<file path="src/rtl/mpf_pkg.sv">
package mpf_pkg;

    // Fixed field widths.
    localparam int BYTE_W = 8;
    localparam int IDX_W  = 4;
    localparam int CNT_W  = 2;

    // Constant bytes of the frame.
    localparam logic [BYTE_W-1:0] START_BYTE  = 8'h5F;
    localparam logic [BYTE_W-1:0] BASE_LENGTH = 8'h05;

    // Configuration register indexes.
    localparam logic [1:0] REG_SRC_ADDR = 2'd0;
    localparam logic [1:0] REG_DST_ADDR = 2'd1;

    // Byte positions inside a packet; data bytes follow the destination.
    localparam logic [IDX_W-1:0] POS_START = 4'd0;
    localparam logic [IDX_W-1:0] POS_LEN   = 4'd1;
    localparam logic [IDX_W-1:0] POS_TYPE  = 4'd2;
    localparam logic [IDX_W-1:0] POS_SRC   = 4'd3;
    localparam logic [IDX_W-1:0] POS_DST   = 4'd4;
    localparam logic [IDX_W-1:0] POS_DATA  = 4'd5;

    // Message type codes.
    localparam logic [BYTE_W-1:0] TYPE_1 = 8'd1;
    localparam logic [BYTE_W-1:0] TYPE_2 = 8'd2;
    localparam logic [BYTE_W-1:0] TYPE_3 = 8'd3;
    localparam logic [BYTE_W-1:0] TYPE_4 = 8'd4;
    localparam logic [BYTE_W-1:0] TYPE_5 = 8'd5;
    localparam logic [BYTE_W-1:0] TYPE_6 = 8'd6;
    localparam logic [BYTE_W-1:0] TYPE_7 = 8'd7;

    // Decoded request: number of data bytes and whether the type is known.
    typedef struct packed {
        logic             known;
        logic [CNT_W-1:0] count;
    } t_type_info;

    // Sequencer to datapath control for one emitted byte.
    typedef struct packed {
        logic             emit;
        logic [IDX_W-1:0] idx;
        logic             last;
        logic             err;
        logic             add;
    } t_seq_ctl;

    // Data byte count for a message type.
    function automatic t_type_info decode_type(input logic [BYTE_W-1:0] t);
        t_type_info info;
        info.known = 1'b1;
        info.count = 2'd0;
        unique case (t)
            TYPE_1, TYPE_2, TYPE_3: info.count = 2'd1;
            TYPE_6:                 info.count = 2'd3;
            TYPE_4, TYPE_5, TYPE_7: info.count = 2'd0;
            default:                info.known = 1'b0;
        endcase
        return info;
    endfunction

endpackage

</file>
<file path="src/rtl/mpf_seq.sv">
module mpf_seq (
    input  logic                      i_clk,
    input  logic                      i_rst_n,
    input  logic                      i_start,
    input  logic                      i_err,
    input  logic [mpf_pkg::IDX_W-1:0] i_last_idx,
    input  logic                      i_adv,
    output logic                      o_busy,
    output mpf_pkg::t_seq_ctl         o_ctl
);

    localparam logic [1:0] ST_IDLE = 2'd0;
    localparam logic [1:0] ST_SEND = 2'd1;
    localparam logic [1:0] ST_ERR  = 2'd2;

    logic [1:0]                r_state, n_state;
    logic [mpf_pkg::IDX_W-1:0] r_idx, n_idx;
    logic [mpf_pkg::IDX_W-1:0] r_last_idx;
    logic                      w_at_last;

    assign w_at_last = (r_idx == r_last_idx);

    // One byte leaves whenever the output register can take it.
    always_comb begin
        o_ctl.emit = (r_state != ST_IDLE) && i_adv;
        o_ctl.idx  = r_idx;
        o_ctl.err  = (r_state == ST_ERR);
        o_ctl.last = (r_state == ST_SEND) && w_at_last;
        o_ctl.add  = (r_state == ST_SEND) && (r_idx != mpf_pkg::POS_START) && !w_at_last;
    end

    assign o_busy = (r_state != ST_IDLE);

    // Next state: a request starts a packet or a one-byte error report.
    always_comb begin
        n_state = r_state;
        n_idx   = r_idx;
        unique case (r_state)
            ST_IDLE: begin
                if (i_start) begin
                    n_state = i_err ? ST_ERR : ST_SEND;
                    n_idx   = mpf_pkg::POS_START;
                end
            end
            ST_SEND: begin
                if (i_adv) begin
                    if (w_at_last) begin
                        n_state = ST_IDLE;
                    end else begin
                        n_idx = r_idx + 1'b1;
                    end
                end
            end
            ST_ERR: begin
                if (i_adv) begin
                    n_state = ST_IDLE;
                end
            end
            default: n_state = ST_IDLE;
        endcase
    end

    always_ff @(posedge i_clk) begin
        if (!i_rst_n) begin
            r_state <= ST_IDLE;
            r_idx   <= '0;
        end else begin
            r_state <= n_state;
            r_idx   <= n_idx;
        end
    end

    // Packet length is captured with the request.
    always_ff @(posedge i_clk) begin
        if (i_start && r_state == ST_IDLE) begin
            r_last_idx <= i_last_idx;
        end
    end

endmodule

</file>
<file path="src/rtl/mpf_acc.sv">
module mpf_acc (
    input  logic                       i_clk,
    input  logic                       i_rst_n,
    input  logic                       i_clear,
    input  logic                       i_add,
    input  logic [mpf_pkg::BYTE_W-1:0] i_byte,
    output logic [mpf_pkg::BYTE_W-1:0] o_check
);

    logic [mpf_pkg::BYTE_W-1:0] r_sum;

    // Shared 8-bit adder: one covered byte per cycle joins the sum while i_add is high.
    always_ff @(posedge i_clk) begin
        if (!i_rst_n || i_clear) begin
            r_sum <= '0;
        end else if (i_add) begin
            r_sum <= r_sum + i_byte;
        end
    end

    // 0xFF minus the sum is the bitwise complement.
    assign o_check = ~r_sum;

endmodule

</file>
<file path="src/rtl/message_packet_framer_unit.sv">
// Message packet framer. A request (type plus three data bytes) is turned into a
// framed packet: 0x5F, length, type, source, destination, zero, one or three data
// bytes, and a checksum flagged by o_last_byte. Types 1-3 carry one data byte,
// type 6 three, types 4, 5 and 7 none; any other type yields a single transaction
// with o_type_error set and o_out_byte zero. The packet leaves one byte per cycle
// while i_ready is high; the byte sequencer steps through the frame, and the single
// checksum adder sums the covered bytes. o_ready is low from acceptance until the
// last byte has entered the output register; the next request may then be taken
// while that byte still waits.
// Configuration writes are index 0 source address, index 1 destination address;
// other indexes are ignored.
module message_packet_framer_unit (
    input  logic       i_clk,
    input  logic       i_rst_n,
    input  logic       i_valid,
    output logic       o_ready,
    input  logic [7:0] i_msg_type,
    input  logic [7:0] i_data_first,
    input  logic [7:0] i_data_second,
    input  logic [7:0] i_data_third,
    output logic       o_valid,
    input  logic       i_ready,
    output logic [7:0] o_out_byte,
    output logic       o_last_byte,
    output logic       o_type_error,
    input  logic       i_cfg_we,
    input  logic [1:0] i_cfg_index,
    input  logic [7:0] i_cfg_data
);

    logic [mpf_pkg::BYTE_W-1:0] r_src_addr;
    logic [mpf_pkg::BYTE_W-1:0] r_dst_addr;
    logic [mpf_pkg::BYTE_W-1:0] r_type;
    logic [mpf_pkg::BYTE_W-1:0] r_data [0:2];
    logic [mpf_pkg::CNT_W-1:0]  r_count;

    logic                       r_out_valid;
    logic [mpf_pkg::BYTE_W-1:0] r_out_byte;
    logic                       r_out_last;
    logic                       r_out_err;

    logic                       w_in_accept;
    logic                       w_adv;
    logic                       w_busy;
    mpf_pkg::t_type_info        w_info;
    logic [mpf_pkg::IDX_W-1:0]  w_last_idx;
    logic [mpf_pkg::IDX_W-1:0]  w_data_off;
    logic [mpf_pkg::BYTE_W-1:0] w_byte;
    logic [mpf_pkg::BYTE_W-1:0] w_check;
    mpf_pkg::t_seq_ctl          w_ctl;

    assign o_ready     = !w_busy;
    assign w_in_accept = i_valid && !w_busy;
    assign w_adv       = !r_out_valid || i_ready;

    // Request decode: last byte position is the data start plus the data count.
    assign w_info     = mpf_pkg::decode_type(i_msg_type);
    assign w_last_idx = mpf_pkg::POS_DATA + {{(mpf_pkg::IDX_W-mpf_pkg::CNT_W){1'b0}}, w_info.count};

    // Configuration registers.
    always_ff @(posedge i_clk) begin
        if (!i_rst_n) begin
            r_src_addr <= '0;
            r_dst_addr <= '0;
        end else if (i_cfg_we) begin
            unique case (i_cfg_index)
                mpf_pkg::REG_SRC_ADDR: r_src_addr <= i_cfg_data;
                mpf_pkg::REG_DST_ADDR: r_dst_addr <= i_cfg_data;
                default: ;
            endcase
        end
    end

    // Hold the request for the length of the packet.
    always_ff @(posedge i_clk) begin
        if (!i_rst_n) begin
            r_type  <= '0;
            r_count <= '0;
        end else if (w_in_accept) begin
            r_type  <= i_msg_type;
            r_count <= w_info.count;
        end
    end

    always_ff @(posedge i_clk) begin
        if (w_in_accept) begin
            r_data[0] <= i_data_first;
            r_data[1] <= i_data_second;
            r_data[2] <= i_data_third;
        end
    end

    mpf_seq u_seq (
        .i_clk      (i_clk),
        .i_rst_n    (i_rst_n),
        .i_start    (w_in_accept),
        .i_err      (!w_info.known),
        .i_last_idx (w_last_idx),
        .i_adv      (w_adv),
        .o_busy     (w_busy),
        .o_ctl      (w_ctl)
    );

    // Byte select for the current frame position.
    assign w_data_off = w_ctl.idx - mpf_pkg::POS_DATA;

    always_comb begin
        w_byte = '0;
        if (w_ctl.err) begin
            w_byte = '0;
        end else if (w_ctl.last) begin
            w_byte = w_check;
        end else begin
            case (w_ctl.idx)
                mpf_pkg::POS_START: w_byte = mpf_pkg::START_BYTE;
                mpf_pkg::POS_LEN:
                    w_byte = mpf_pkg::BASE_LENGTH
                             + {{(mpf_pkg::BYTE_W-mpf_pkg::CNT_W){1'b0}}, r_count};
                mpf_pkg::POS_TYPE:  w_byte = r_type;
                mpf_pkg::POS_SRC:   w_byte = r_src_addr;
                mpf_pkg::POS_DST:   w_byte = r_dst_addr;
                default:            w_byte = r_data[w_data_off[1:0]];
            endcase
        end
    end

    mpf_acc u_acc (
        .i_clk   (i_clk),
        .i_rst_n (i_rst_n),
        .i_clear (w_in_accept),
        .i_add   (w_ctl.emit && w_ctl.add),
        .i_byte  (w_byte),
        .o_check (w_check)
    );

    // Output register separates the sequencer from the downstream stall.
    always_ff @(posedge i_clk) begin
        if (!i_rst_n) begin
            r_out_valid <= 1'b0;
        end else if (w_adv) begin
            r_out_valid <= w_ctl.emit;
        end
    end

    always_ff @(posedge i_clk) begin
        if (w_ctl.emit) begin
            r_out_byte <= w_byte;
            r_out_last <= w_ctl.last;
            r_out_err  <= w_ctl.err;
        end
    end

    assign o_valid      = r_out_valid;
    assign o_out_byte   = r_out_byte;
    assign o_last_byte  = r_out_last;
    assign o_type_error = r_out_err;

    // The checksum byte never carries the error flag.
    a_last_not_err: assert property (@(posedge i_clk) disable iff (!i_rst_n)
        o_valid |-> !(o_last_byte && o_type_error))
        else $error("checksum byte flagged as type error");

    // An accepted request starts the checksum from an empty sum.
    a_sum_cleared: assert property (@(posedge i_clk) disable iff (!i_rst_n)
        w_in_accept |=> (w_check == 8'hFF))
        else $error("running sum not cleared at request");

    // After the final byte of a packet or an error report the block is free.
    a_free_after_end: assert property (@(posedge i_clk) disable iff (!i_rst_n)
        (w_ctl.emit && (w_ctl.last || w_ctl.err)) |=> !w_busy)
        else $error("sequencer still busy after final byte");

    // No byte is emitted unless a request is in progress.
    a_emit_busy: assert property (@(posedge i_clk) disable iff (!i_rst_n)
        w_ctl.emit |-> (w_busy && w_adv))
        else $error("byte emitted while idle or stalled");

endmodule
</file>
<file path="config.mk">
export PLATFORM = sky130hd
export DESIGN_NAME = message_packet_framer_unit
export DESIGN_NICKNAME = d
export VERILOG_FILES = /design/src/rtl/mpf_pkg.sv /design/src/rtl/mpf_seq.sv /design/src/rtl/mpf_acc.sv /design/src/rtl/message_packet_framer_unit.sv
export SDC_FILE = /design/constraint.sdc
export NUM_CORES = 1
export LEC_CHECK = 0
export BUFFER_PORTS_ARGS = -buffer_cell sky130_fd_sc_hd__clkbuf_2
export CAP_MARGIN = 0
export CORE_MARGIN = 3
export CORE_UTILIZATION = 30
export DETAILED_ROUTE_END_ITERATION = 6
export PLACE_DENSITY = 0.59
export SYNTH_ARGS = -nofsm -noshare
export SYNTH_HDL_FRONTEND = slang
export SYNTH_SLANG_ARGS = --single-unit
export TNS_END_PERCENT = 20
</file>
<file path="constraint.sdc">
create_clock -name i_clk -period 4.6 [get_ports i_clk]
set_input_delay 0.23 -clock i_clk [delete_from_list [all_inputs] [get_ports i_clk]]
set_output_delay 0.23 -clock i_clk [all_outputs]
set_load 0.05 [all_outputs]
</file>
==> Implementation_results.wiki <==
{| class="wikitable"
! Metric !! Value
|-
| Outcome || complete, no violations
|-
| Min-Delay Startpoint || i_data_second[4]
|-
| Number of instances in the synthesized netlist || 360
|-
| Most frequent cells after synthesis || 47 x nand2_1, 41 x dfxtp_1, 38 x edfxtp_1
|-
| Worst setup path class || register to register
|-
| Number of global-route vias before repair || 2714
|-
| Crit Path Max Fanout || 9
|-
| Unrepaired setup endpoints after global routing || false
|-
| Worst reg2reg startpoint || u_seq.r_idx[0]
|-
| Global placer's final weighted congestion || 0.845
|-
| Async set-reset flop share out of synthesis || 0%
|-
| Register-to-register setup slack || 0.63 ns
|-
| Most used standard cell by instance count after synthesis || nand2_1
|-
| PD cells || 362 mW/mm^2
|-
| Drt wl/cell || 14.2 microns
|-
| Seq pwr share || 47.8%
|-
| Number of library cell types mapped by synthesis || 54
|-
| Largest area contributor in the netlist || edfxtp_1
|-
| I/O Pins || 59
|-
| Dpl hpwl || 6.35 mm
|-
| Switching pwr || 0.351 mW
|-
| Capture instance of the worst register-to-register path || u_acc.r_sum[7]
|-
| Gates resized, CTS repair || 0
|-
| Worst Hold Path EP || r_data[1][4]
|-
| TritonCTS clock tree || built
|-
| Final TNS setup || 0 ns
|-
| Worst-Margin Slew || 0.960 ns
|-
| Fill cell instance count of the final layout || 1236
|-
| Clock Skews || 0.00639 ns
|-
| Worst rel slew slack || 35.8%
|-
| F_max || 252 MHz
|-
| Overall routed net length || 8.34 mm
|-
| Time the worst path needs with I/O delays and setup || 3.97 ns
|-
| Largest cells by area after synthesis || edfxtp_1 30%, dfxtp_1 22%, mux2i_1 6.9%
|-
| Count of endpoints failing hold in the final timing report || 0
|-
| Clock share of power || 45.0%
|-
| Global route overflow || 0
|-
| Antenna violations before repair || 0
|-
| CTS buffer count || 9
|-
| Sinks on Clock Net || 79
|-
| Post-Synthesis Cell Area || 0.00377 sq mm
|-
| Path depth of the worst reg2reg path || 15
|-
| Initial Util || 31.0%
|-
| Y dimension of the die || 118 microns
|-
| Number of vias in the routed layout || 2735
|-
| Fraction of the yosys area taken by sequential cells || 52.1%
|-
| Initial detailed-routing violation count || 151
|-
| Count of endpoints failing setup in the final report || 0
|-
| Core ar. || 0.0122 sq mm
|-
| Cts hold-fix bufs || 0
|-
| Capturing element type of the critical path || register
|-
| Die span in x || 118 microns
|-
| Maximum number of pins on one net before global-route repair || 34
|-
| Worst vdd rail ir drop || 0.178 mV
|-
| Synth Net Count || 420
|-
| Wire length of the first global-routing pass || 13.6 mm
|-
| Internal cell power || 1.29 mW
|-
| All-Layer GR Usage || 12.4%
|-
| Critical path required time || 4.82 ns
|-
| Combinational fraction of design power || 7.2%
|-
| Ant. Diodes || 0
|-
| Share of the clock period used by the worst path after layout || 86.4%
|-
| Number of levels in the clock H-tree || 3
|-
| Leakage || 1.73 nW
|-
| Number of port buffers || 58
|-
| Residual DRC || 0
|-
| Launching element type of the critical path || register
|-
| Min-Delay Path Class || primary input to register
|-
| Register bit total from synthesis || 79
|-
| Mean Syn Cell Area || 10.5 sq um
|-
| Antenna violation net count after detailed routing || 0
|-
| Register cell area after layout || 0.00196 sq mm
|-
| Number of buffers inserted by post-CTS setup repair || 0
|-
| Switching power as a share of total power || 21.4%
|-
| Area share of the largest cell type after synthesis || 30.3%
|-
| Master cell of the clock root buffer || clkbuf_16
|-
| DR pass1 iterations || 4
|-
| Via count normalized by instance count || 4.65
|-
| EDFF count, synth || 38
|-
| Data arrival time of the critical path || 4.19 ns
|-
| Multi-input gate area in the final layout || 0.00166 sq mm
|-
| Fraction of layout cells with a size suffix above 1 || 19.3%
|-
| Die ar. || 0.0139 sq mm
|-
| Relative area change from synthesis to final layout || 20.0%
|-
| Pins Over Slew Limit || 0
|-
| Count of cells along the worst hold path || 1
|-
| Post-route core utilization || 37.2%
|-
| Clk slew on worst S/H paths || 0.06 ns
|-
| MaxCap Viol Count || 0
|-
| Clock insertion delay at the later pin of the skew report || 0.33 ns
|-
| Tightest hold margin || 0.0683 ns
|-
| Longest Clk Path Bufs || 2
|-
| Synth Warn # || 0
|-
| Site Rows || 40
|-
| Top_reg_cell synth || dfxtp_1
|-
| Final layout net count || 475
|}
[cells by family (layout without fill, tap and decap cells)]
| group | after synthesis | in the layout | share of synthesized area (%) |
|---|---|---|---|
| AND/OR/NAND/NOR | 115 | 115 | 14.8 |
| AO/OA/AOI/OAI | 82 | 82 | 15.3 |
| flip-flops | 79 | 79 | 52.1 |
| buffers and inverters | 35 | 95 | 3.95 |
| multiplexers | 27 | 27 | 7.20 |
| adder cells (fa/ha/maj) | 13 | 13 | 4.52 |
| XOR/XNOR | 9 | 9 | 2.09 |
[power by group through the flow]
stage | Sequential, mW | Combinational, mW | Clock, mW
2_1_floorplan | 0.809 | 0.0589 | 0
3_3_place_gp | 0.798 | 0.117 | 0
3_5_place_dp | 0.798 | 0.119 | 0
4_1_cts | 0.783 | 0.120 | 0.754
5_1_grt | 0.786 | 0.131 | 0.787
6_report | 0.783 | 0.117 | 0.738
[layer usage]
layer	part of all wire [%]	track usage, %	up-vias
met4	2.1	5.64	0
met5	0	0	-
li1	-	-	1401
met1	49	16.4	1274
met2	45	19.1	47
met3	3.7	3.08	13
[registers in the layout (all words and copies together) (netlist names)]
register / flops
u_acc.r_sum: 8
u_seq.r_last_idx: 4
o_out_byte: 8
u_seq.r_state: 2
o_valid: 1
o_type_error: 1
r_data: 24
r_type: 8
o_last_byte: 1
r_src_addr: 8
r_dst_addr: 8
r_count: 2
u_seq.r_idx: 4
[through the flow]
step | cells | cell area [sq um] | worst slack (ns) | total power, mW
4_1_cts | 588 | 4520 | 0.629 | 1.66
5_1_grt | 588 | 4520 | 0.283 | 1.70
2_1_floorplan | 360 | 3770 | 0.584 | 0.868
3_5_place_dp | 572 | 4210 | 0.646 | 0.918
6_report | 588 | 4520 | 0.626 | 1.64
3_3_place_gp | 572 | 4210 | 0.749 | 0.915
[how the worst max path moves through the flow]
stage	startpoint	to	slack [ns]	cells past startpoint
2_1_floorplan	u_seq.r_idx[0]	u_acc.r_sum[7]	0.58	18
3_3_place_gp	u_seq.r_idx[0]	u_acc.r_sum[7]	0.75	15
3_5_place_dp	u_seq.r_idx[0]	u_acc.r_sum[7]	0.65	14
4_1_cts	u_seq.r_idx[0]	u_acc.r_sum[7]	0.63	14
5_1_grt	u_seq.r_idx[0]	u_acc.r_sum[7]	0.28	15
6_report	u_seq.r_idx[0]	u_acc.r_sum[7]	0.63	15
[placed cells by master, fill, tap and decap left out, types with 2 or more instances in the layout]
master     instances
edfxtp_1          38
clkbuf_1           3
dfxtp_1           41
mux2i_1           26
a21oi_1           20
xor2_1             5
a211oi_1           9
clkbuf_2          58
inv_1             16
ha_1              12
nor2_1            21
nand2b_1           2
nor3_1             7
nor2b_1           21
nand2_1           47
o211a_1            2
a211o_1            2
a22oi_1            8
a21boi_0          10
xnor2_1            4
o21ai_0            8
and3_1             5
o22ai_1            2
o221ai_1           2
a31oi_1            3
buf_4              4
bufinv_16          2
o21a_1             3
a221oi_1           2
clkbuf_16          9
or3_1              2
[critical path, cell delays in order, from the launching register on]
cell and delay (ns):
dfxtp_1 0.45, inv_1 0.14, ha_1 0.32, nor3_1 0.20, o21bai_1 0.10, and2_1 0.25, o22a_1 0.24, a211o_1 0.33
inv_1 0.08, ha_1 0.22, a21oi_1 0.17, o211ai_1 0.12, a2111oi_1 0.60, o31ai_4 0.13, mux2i_1 0.17, mux2_1 0.33
[layout make-up]
type                            count  share of cell area, %
Clock buffer                       12                   5.23
Timing Repair Buffer               62                   7.08
Tap cell                          168                   4.65
Clock inverter                      4                   1.58
Multi-Input combinational cell    246                   36.7
Sequential cell                    79                   43.4
Inverter                           17                   1.41
Power figures use the tool's default switching activity.
